--- src/hdl/kvt_pkg.sv ---
// Shared types and constants for the key/value table.
// Used by kvt_cell and key_value_table; depends on nothing else.
package kvt_pkg;

    localparam int ENTRIES_DEF    = 16;
    localparam int VALUE_BITS_DEF = 64;
    localparam int KEY_W          = 32;
    localparam int FIELD_VALUE_W  = 64;
    localparam int ACTION_W       = 2;
    localparam int STATUS_W       = 2;

    typedef enum logic [ACTION_W-1:0] {
        ACT_SET   = 2'd0,
        ACT_GET   = 2'd1,
        ACT_COPY  = 2'd2,
        ACT_CLEAR = 2'd3
    } t_action;

    typedef enum logic [STATUS_W-1:0] {
        ST_DONE      = 2'd0,
        ST_NOT_FOUND = 2'd1,
        ST_FULL      = 2'd2
    } t_status;

    typedef enum logic [1:0] {
        S_IDLE,
        S_SCAN,
        S_RESOLVE
    } t_state;

    // search token flags handed from cell to cell
    typedef struct packed {
        logic tv;
        logic look_hit;
        logic dst_hit;
        logic free_hit;
    } t_tok;

    // write broadcast to all cells
    typedef struct packed {
        logic en;
        logic claim;
        logic clear;
    } t_wr;

endpackage

--- src/hdl/kvt_cell.sv ---
// One table entry plus one stage of the search chain.
// Depends on kvt_pkg (token and write structs, key width).
module kvt_cell #(
    parameter int  ENTRIES    = kvt_pkg::ENTRIES_DEF,
    parameter int  VALUE_BITS = kvt_pkg::VALUE_BITS_DEF,
    parameter int  CELL_IDX   = 0,
    localparam int IDX_W      = (ENTRIES > 1) ? $clog2(ENTRIES) : 1
) (
    input  logic                     i_clk,
    input  logic                     i_rst_n,
    input  logic [kvt_pkg::KEY_W-1:0] i_look_key,
    input  logic [kvt_pkg::KEY_W-1:0] i_dst_key,
    input  kvt_pkg::t_tok            i_tok,
    input  logic [IDX_W-1:0]         i_look_idx,
    input  logic [IDX_W-1:0]         i_dst_idx,
    input  logic [IDX_W-1:0]         i_free_idx,
    input  logic [VALUE_BITS-1:0]    i_look_value,
    output kvt_pkg::t_tok            o_tok,
    output logic [IDX_W-1:0]         o_look_idx,
    output logic [IDX_W-1:0]         o_dst_idx,
    output logic [IDX_W-1:0]         o_free_idx,
    output logic [VALUE_BITS-1:0]    o_look_value,
    input  kvt_pkg::t_wr             i_wr,
    input  logic [IDX_W-1:0]         i_wr_idx,
    input  logic [kvt_pkg::KEY_W-1:0] i_wr_key,
    input  logic [VALUE_BITS-1:0]    i_wr_value
);

    localparam logic [IDX_W-1:0] MY_IDX = IDX_W'(CELL_IDX);

    logic                      r_valid;
    logic [kvt_pkg::KEY_W-1:0] r_key;
    logic [VALUE_BITS-1:0]     r_value;

    kvt_pkg::t_tok         r_tok;
    logic [IDX_W-1:0]      r_look_idx;
    logic [IDX_W-1:0]      r_dst_idx;
    logic [IDX_W-1:0]      r_free_idx;
    logic [VALUE_BITS-1:0] r_look_value;

    logic look_match;
    logic dst_match;
    logic wr_sel;

    assign look_match = r_valid && (r_key == i_look_key);
    assign dst_match  = r_valid && (r_key == i_dst_key);
    assign wr_sel     = i_wr.en && (i_wr_idx == MY_IDX);

    always_ff @(posedge i_clk) begin
        if (!i_rst_n) begin
            r_valid <= 1'b0;
            r_tok   <= '0;
        end else begin
            r_tok.tv <= i_tok.tv;
            if (i_tok.tv) begin
                r_tok.look_hit <= i_tok.look_hit | look_match;
                r_tok.dst_hit  <= i_tok.dst_hit  | dst_match;
                r_tok.free_hit <= i_tok.free_hit | !r_valid;
            end
            if (wr_sel) begin
                if (i_wr.clear) begin
                    r_valid <= 1'b0;
                end else if (i_wr.claim) begin
                    r_valid <= 1'b1;
                end
            end
        end
    end

    // first hit in the chain wins, later cells pass it on untouched
    always_ff @(posedge i_clk) begin
        if (i_tok.tv) begin
            if (!i_tok.look_hit && look_match) begin
                r_look_idx   <= MY_IDX;
                r_look_value <= r_value;
            end else begin
                r_look_idx   <= i_look_idx;
                r_look_value <= i_look_value;
            end
            r_dst_idx  <= (!i_tok.dst_hit && dst_match) ? MY_IDX : i_dst_idx;
            r_free_idx <= (!i_tok.free_hit && !r_valid) ? MY_IDX : i_free_idx;
        end
        if (wr_sel && !i_wr.clear) begin
            r_value <= i_wr_value;
            if (i_wr.claim) begin
                r_key <= i_wr_key;
            end
        end
    end

    assign o_tok        = r_tok;
    assign o_look_idx   = r_look_idx;
    assign o_dst_idx    = r_dst_idx;
    assign o_free_idx   = r_free_idx;
    assign o_look_value = r_look_value;

endmodule

--- src/hdl/key_value_table.sv ---
// Key/value table top level: stream ports, command control and the cell chain.
// Depends on kvt_pkg and kvt_cell.
//
// Usage:
//   Commands arrive on the slave stream (i_s_*): tuser carries the action
//   (set, get, copy, clear), tdata carries key, source key and value.
//   Every command gives exactly one result beat on the master stream
//   (o_m_*): status and the value read by a successful get.
//   A command launches a search token into a chain of ENTRIES cells, one
//   cell per cycle, collecting the first key match, the first match of the
//   copy source and the lowest free entry. The entry update is broadcast
//   to the cells once the token leaves the chain.
//   One command is in the chain at a time; the next is taken once the last
//   has resolved, even while its result still waits on the output.
//   Reset clears every valid mark; keys and values are left as they are.
//   If the receiver stalls, the next result is held inside until the
//   output register drains, and no further command is taken meanwhile.
module key_value_table #(
    parameter int  ENTRIES    = kvt_pkg::ENTRIES_DEF,
    parameter int  VALUE_BITS = kvt_pkg::VALUE_BITS_DEF,
    localparam int IDX_W      = (ENTRIES > 1) ? $clog2(ENTRIES) : 1
) (
    input  logic         i_clk,
    input  logic         i_rst_n,
    input  logic         i_s_tvalid,
    output logic         o_s_tready,
    input  logic [127:0] i_s_tdata,   // key[31:0], source_key[63:32], value[127:64]
    input  logic [1:0]   i_s_tuser,   // action[1:0]
    output logic         o_m_tvalid,
    input  logic         i_m_tready,
    output logic [71:0]  o_m_tdata    // status[1:0], read_value[65:2], zero pad[71:66]
);

    localparam int KW = kvt_pkg::KEY_W;
    localparam int FW = kvt_pkg::FIELD_VALUE_W;

    kvt_pkg::t_state  r_state;
    kvt_pkg::t_state  n_state;

    kvt_pkg::t_action r_action;
    logic [KW-1:0]         r_key;
    logic [KW-1:0]         r_look_key;
    logic [VALUE_BITS-1:0] r_value;
    logic                  r_start;

    logic                  r_out_valid;
    kvt_pkg::t_status      r_out_status;
    logic [FW-1:0]         r_out_read;

    kvt_pkg::t_wr          r_wr;
    logic [IDX_W-1:0]      r_wr_idx;
    logic [KW-1:0]         r_wr_key;
    logic [VALUE_BITS-1:0] r_wr_value;

    kvt_pkg::t_wr          n_wr;
    logic [IDX_W-1:0]      n_wr_idx;
    kvt_pkg::t_status      n_status;
    logic [FW-1:0]         n_read;
    logic [VALUE_BITS-1:0] store_value;

    logic s_accept;
    logic resolve;

    kvt_pkg::t_tok         tok       [ENTRIES+1];
    logic [IDX_W-1:0]      look_idx  [ENTRIES+1];
    logic [IDX_W-1:0]      dst_idx   [ENTRIES+1];
    logic [IDX_W-1:0]      free_idx  [ENTRIES+1];
    logic [VALUE_BITS-1:0] look_val  [ENTRIES+1];

    assign o_s_tready = (r_state == kvt_pkg::S_IDLE);
    assign s_accept   = i_s_tvalid && o_s_tready;
    assign resolve    = (r_state == kvt_pkg::S_RESOLVE) && (!r_out_valid || i_m_tready);

    // chain head
    always_comb begin
        tok[0]          = '0;
        tok[0].tv       = r_start;
        look_idx[0]     = '0;
        dst_idx[0]      = '0;
        free_idx[0]     = '0;
        look_val[0]     = '0;
    end

    for (genvar g = 0; g < ENTRIES; g++) begin : g_cell
        kvt_cell #(
            .ENTRIES    (ENTRIES),
            .VALUE_BITS (VALUE_BITS),
            .CELL_IDX   (g)
        ) u_cell (
            .i_clk        (i_clk),
            .i_rst_n      (i_rst_n),
            .i_look_key   (r_look_key),
            .i_dst_key    (r_key),
            .i_tok        (tok[g]),
            .i_look_idx   (look_idx[g]),
            .i_dst_idx    (dst_idx[g]),
            .i_free_idx   (free_idx[g]),
            .i_look_value (look_val[g]),
            .o_tok        (tok[g+1]),
            .o_look_idx   (look_idx[g+1]),
            .o_dst_idx    (dst_idx[g+1]),
            .o_free_idx   (free_idx[g+1]),
            .o_look_value (look_val[g+1]),
            .i_wr         (r_wr),
            .i_wr_idx     (r_wr_idx),
            .i_wr_key     (r_wr_key),
            .i_wr_value   (r_wr_value)
        );
    end

    always_ff @(posedge i_clk) begin
        if (!i_rst_n) begin
            r_state <= kvt_pkg::S_IDLE;
        end else begin
            r_state <= n_state;
        end
    end

    always_comb begin
        n_state = r_state;
        unique case (r_state)
            kvt_pkg::S_IDLE: begin
                if (s_accept) begin
                    n_state = kvt_pkg::S_SCAN;
                end
            end
            kvt_pkg::S_SCAN: begin
                if (tok[ENTRIES].tv) begin
                    n_state = kvt_pkg::S_RESOLVE;
                end
            end
            kvt_pkg::S_RESOLVE: begin
                if (resolve) begin
                    n_state = kvt_pkg::S_IDLE;
                end
            end
            default: begin
                n_state = kvt_pkg::S_IDLE;
            end
        endcase
    end

    // outcome of the finished search; the last cell's payload holds still
    always_comb begin
        n_wr        = '0;
        n_wr_idx    = dst_idx[ENTRIES];
        n_status    = kvt_pkg::ST_DONE;
        n_read      = '0;
        store_value = (r_action == kvt_pkg::ACT_COPY) ? look_val[ENTRIES] : r_value;
        unique case (r_action)
            kvt_pkg::ACT_SET, kvt_pkg::ACT_COPY: begin
                if (r_action == kvt_pkg::ACT_COPY && !tok[ENTRIES].look_hit) begin
                    n_status = kvt_pkg::ST_NOT_FOUND;
                end else if (tok[ENTRIES].dst_hit) begin
                    n_wr.en  = 1'b1;
                    n_wr_idx = dst_idx[ENTRIES];
                end else if (tok[ENTRIES].free_hit) begin
                    n_wr.en    = 1'b1;
                    n_wr.claim = 1'b1;
                    n_wr_idx   = free_idx[ENTRIES];
                end else begin
                    n_status = kvt_pkg::ST_FULL;
                end
            end
            kvt_pkg::ACT_GET: begin
                if (tok[ENTRIES].look_hit) begin
                    n_read = FW'(look_val[ENTRIES]);
                end else begin
                    n_status = kvt_pkg::ST_NOT_FOUND;
                end
            end
            kvt_pkg::ACT_CLEAR: begin
                if (tok[ENTRIES].look_hit) begin
                    n_wr.en    = 1'b1;
                    n_wr.clear = 1'b1;
                    n_wr_idx   = look_idx[ENTRIES];
                end else begin
                    n_status = kvt_pkg::ST_NOT_FOUND;
                end
            end
            default: begin
                n_status = kvt_pkg::ST_DONE;
            end
        endcase
    end

    always_ff @(posedge i_clk) begin
        if (!i_rst_n) begin
            r_start     <= 1'b0;
            r_out_valid <= 1'b0;
            r_wr        <= '0;
        end else begin
            r_start <= s_accept;
            r_wr    <= resolve ? n_wr : '0;
            if (resolve) begin
                r_out_valid <= 1'b1;
            end else if (i_m_tready) begin
                r_out_valid <= 1'b0;
            end
        end
    end

    always_ff @(posedge i_clk) begin
        if (s_accept) begin
            r_action   <= kvt_pkg::t_action'(i_s_tuser);
            r_key      <= i_s_tdata[31:0];
            r_look_key <= (kvt_pkg::t_action'(i_s_tuser) == kvt_pkg::ACT_COPY) ?
                          i_s_tdata[63:32] : i_s_tdata[31:0];
            r_value    <= i_s_tdata[64 +: VALUE_BITS];
        end
        if (resolve) begin
            r_out_status <= n_status;
            r_out_read   <= n_read;
            r_wr_idx     <= n_wr_idx;
            r_wr_key     <= r_key;
            r_wr_value   <= store_value;
        end
    end

    assign o_m_tvalid = r_out_valid;
    assign o_m_tdata  = {6'd0, r_out_read, r_out_status};

    // entry update lands only once the command has left the chain
    a_wr_idle: assert property (@(posedge i_clk) disable iff (!i_rst_n)
        r_wr.en |-> (r_state == kvt_pkg::S_IDLE))
        else $error("entry write outside idle");

    a_tok_scan: assert property (@(posedge i_clk) disable iff (!i_rst_n)
        tok[ENTRIES].tv |-> (r_state == kvt_pkg::S_SCAN))
        else $error("search token left the chain outside scan");

    a_wr_kind: assert property (@(posedge i_clk) disable iff (!i_rst_n)
        !(r_wr.claim && r_wr.clear))
        else $error("claim and clear in the same write");

    a_out_rise: assert property (@(posedge i_clk) disable iff (!i_rst_n)
        $rose(r_out_valid) |-> ($past(r_state) == kvt_pkg::S_RESOLVE))
        else $error("result beat raised without a resolved command");

    a_start: assert property (@(posedge i_clk) disable iff (!i_rst_n)
        s_accept |=> (r_start && r_state == kvt_pkg::S_SCAN))
        else $error("accepted command did not launch a search");

endmodule

--- config.mk ---
export PLATFORM = sky130hd
export DESIGN_NAME = key_value_table
export DESIGN_NICKNAME = d
export VERILOG_FILES = /design/src/hdl/kvt_pkg.sv /design/src/hdl/kvt_cell.sv /design/src/hdl/key_value_table.sv
export SDC_FILE = /design/constraint.sdc
export NUM_CORES = 2
export LEC_CHECK = 0
export BUFFER_PORTS_ARGS = -buffer_cell sky130_fd_sc_hd__buf_2
export CAP_MARGIN = 20
export CELL_PAD_IN_SITES_DETAIL_PLACEMENT = 0
export CELL_PAD_IN_SITES_GLOBAL_PLACEMENT = 1
export CORE_MARGIN = 4
export CORE_UTILIZATION = 59
export DETAILED_ROUTE_END_ITERATION = 10
export PLACE_DENSITY = 0.82
export SLEW_MARGIN = 20
export SYNTH_ARGS = -nofsm -noshare
export SYNTH_HDL_FRONTEND = slang
export SYNTH_SLANG_ARGS = --single-unit
export TNS_END_PERCENT = 1
--- constraint.sdc ---
create_clock -name i_clk -period 24.3 [get_ports i_clk]
set_input_delay 4.86 -clock i_clk [delete_from_list [all_inputs] [get_ports i_clk]]
set_output_delay 4.86 -clock i_clk [all_outputs]
set_load 0.1 [all_outputs]
==> results.yml <==
flow_run:
  maxCapViolations: 0
floorplanning:
  die_h_microns: 459
  die_area_sq_um: 211000
  coreArea_sq_um: 202000
  start_util: 0.594
  die_w_microns: 459
  pin_count: 208
  rows: 165
synthesis:
  async_flop_share: 0
  synthFlopType: "edfxtp_1"
  synth_area_sq_um: 120000
  synth_seq_area_share: 0.765
  syn_avg_cell_area_sq_um: 18.3
  synth-edff-count: 3003
  ys_ff_latch: 3090
  yosys_warnings: 0
  synth_cells: 6567
  synth_cell_types: 58
setup_path:
  cp_num_buf_inv: 1
  path_cells: "nor2_1, buf_2"
  cp-start-kind: "flop"
  required_ps: 19440
  cp_max_fo: 4
  worstSetupStartpoint: "r_state[1]"
  worst_path_max_delay_cell: "buf_2"
  slowest_delay_ps: 450
  reg2regPathDepth: 8
  cp-end-kind: "primary output"
  critPathKind: "flop to primary output"
  r2r_slack_ps: 19100
  r2r_start: "r_look_key[0]"
  cp.depth: 2
  crit_path_end: "o_s_tready"
  crit_family: "buffers and inverters"
  critical_path_arrival_ps: 1840
  r2r_end: "g_cell[8].u_cell.o_look_value[31]"
power:
  p_leak_nw: 43.3
  p_per_area_nw_per_um2: 79.7
  power_mw: 10.8
  seqPwrFrac: 0.539
  p_comb_frac: 0.025
  netSwitchingFraction: 0.200
  clkPwrFrac: 0.436
  p_int_mw: 8.61
  ir_worst_vdd_v: 0.0000764
  switching_power_mw: 2.16
detailed_routing:
  drtIter0Drc: 7450
  viasPerCell: 6.28
  detail-route-antenna-nets: 0
  num_vias: 62300
  drt_pass1_iterations: 6
  drc: 0
  drt-total-wl_microns: 317000
  routedWlPerCell_microns: 32.0
sta:
  fin_setup_tns_ps: 0
  maxSlewHeadroom: 0.222
  finalHoldViolCount: 0
  slew_viol_final: 0
  rsz0062_at_grt: "no"
  fin_crit_ps: 6700
  clock_skew_ps: 49.2
  timing.fmax_mhz: 149
  tightest_slew_ps: 1170
  finalCritPeriodShare: 0.276
  final-setup-viol-count: 0
global_routing:
  grt_max_degree: 117
  grt_util_met1: 0.402
  busiest_layer: "met2"
  antenna_found_initial: 16
  grt.met3_usage: 0.0705
  grt_use_met2: 0.476
  grt_overflow: 0
  grt_use_total: 0.300
  grt_pass1_wl_microns: 450000
  first_global_vias: 62500
final_layout:
  area_delta_synth_final_pct: 12.4
  fin_cells: 9918
  layout_common_cells: "3003 x edfxtp_1, 1033 x mux2_2, 656 x xnor2_1"
  nets: 7145
  drive_above_1_share: 0.278
  layout.cells.most_common: "edfxtp_1"
cts:
  cts_hold_buf: 0
  clkTransAtPathRegs_ps: 60
  cts_setup_buffers: 0
  cts_buffers: 322
  clock-root-buffer: "clkbuf_16"
  clock_latency_ps: 930
  cts.sinks: 3090
  clockBufferDepth: 4
  h-tree-depth: 5
  post_cts_resized: 0
  tritoncts: "yes"
place:
  dp_hpwl_microns: 178000
  numPortBuffers: 201
  dp.cells: 9359
  globalplace.congestion: 0.944
status:
  status: "finished clean"
hold_path:
  hold_path.class: "flop to flop"
-- cells by family after synthesis --
family,after synthesis,share of synthesized area
AO/OA/AOI/OAI,237,0.0133
XOR/XNOR,896,0.0653
buffers and inverters,381,0.0135
flip-flops,3090,0.765
multiplexers,1066,0.0998
other,1,0.0000312
AND/OR/NAND/NOR,896,0.0431
-- metrics by stage --
| stage | worst slack, ps | hold WS (ps) | area [sq um] | util |
|---|---|---|---|---|
| detailed placement | 17130 | 435 | 125000 | 0.618 |
| floorplan | 10790 | 424 | 120000 | - |
| finish | 17600 | 450 | 135000 | 0.667 |
| global placement | 17150 | 432 | 125000 | 0.618 |
| CTS | 17530 | 447 | 135000 | 0.667 |
| global route | 17500 | 455 | 135000 | 0.667 |
-- Yosys cell counts, types with 29 or more instances --
cell,count,area share
nand4_1,168,0.0087
xor2_1,240,0.017
nor2_1,122,0.0038
inv_1,104,0.0032
nor4_1,85,0.0044
nor2b_1,85,0.0044
dfxtp_1,87,0.014
a31oi_1,37,0.0019
or2_2,79,0.0041
xnor2_1,656,0.048
clkbuf_1,132,0.0041
and2_1,152,0.0079
nand3_1,33,0.0014
buf_2,104,0.0043
a21oi_1,29,0.0012
nand2_1,39,0.0012
mux2_2,1033,0.097
edfxtp_1,3003,0.75
nor3_1,32,0.0013
o21ai_0,68,0.0028
nand2b_1,71,0.0037
-- flip-flops by register name, summed over array words and instances (netlist names), 4 cells and up --
| signal | flops |
|---|---|
| r_wr_key | 32 |
| g_cell.u_cell.o_tok | 64 |
| r_out_read | 64 |
| g_cell.u_cell.o_look_idx | 49 |
| g_cell.u_cell.o_free_idx | 49 |
| r_look_key | 32 |
| r_key | 32 |
| r_value | 64 |
| g_cell.u_cell.r_value | 1024 |
| g_cell.u_cell.o_look_value | 1024 |
| r_wr_value | 64 |
| g_cell.u_cell.o_dst_idx | 49 |
| g_cell.u_cell.r_key | 512 |
| g_cell.u_cell.r_valid | 16 |
| r_wr_idx | 4 |
-- how the worst min path moves through the flow --
stage	cells after the start	start	endpoint
after floorplan	0	r_key[0]	r_wr_key[0]
after global routing	0	r_wr_key[24]	g_cell[14].u_cell.r_key[24]
after detailed placement	0	r_wr_key[24]	g_cell[14].u_cell.r_key[24]
after global placement	0	r_wr_key[28]	g_cell[14].u_cell.r_key[28]
after CTS	2	g_cell[7].u_cell.o_tok[1]	g_cell[8].u_cell.o_tok[1]
final	0	r_wr_key[24]	g_cell[14].u_cell.r_key[24]
-- power groups by stage --
| stage | Clock [mW] | Combinational [mW] | Sequential, mW |
|---|---|---|---|
| after floorplan | 0 | 0.151 | 5.91 |
| after global placement | 0 | 0.259 | 5.92 |
| after detailed placement | 0 | 0.261 | 5.92 |
| after CTS | 4.75 | 0.262 | 5.80 |
| after global routing | 4.98 | 0.275 | 5.80 |
| final | 4.69 | 0.273 | 5.80 |
-- cell type report --
type | count | area (sq um)
Clock inverter | 157 | 1360
Antenna cell | 7 | 17.5
Sequential cell | 3090 | 92000
Timing Repair Buffer | 392 | 2460
Inverter | 104 | 390
Multi-Input combinational cell | 3101 | 27000
Tap cell | 2672 | 3340
Fill cell | 13200 | 67300
Clock buffer | 395 | 8540
-- worst reg2reg max path: cells and delay by family (launching register included) --
family          cells  cell delay (ps)
compound gates      1              510
mux                 1              500
flops               1              320
buf+inv             3             1710
simple gates        3             1880
-- metal layers --
layer  share of wire  wire, microns  up-vias
li1                -              -    25800
met2            0.47         148000     3560
met4           0.051          16200        6
met1            0.37         119000    32100
met5         0.00013             42        -
met3            0.11          34100      900
Note: power is estimated with default switching activity, not from simulation.
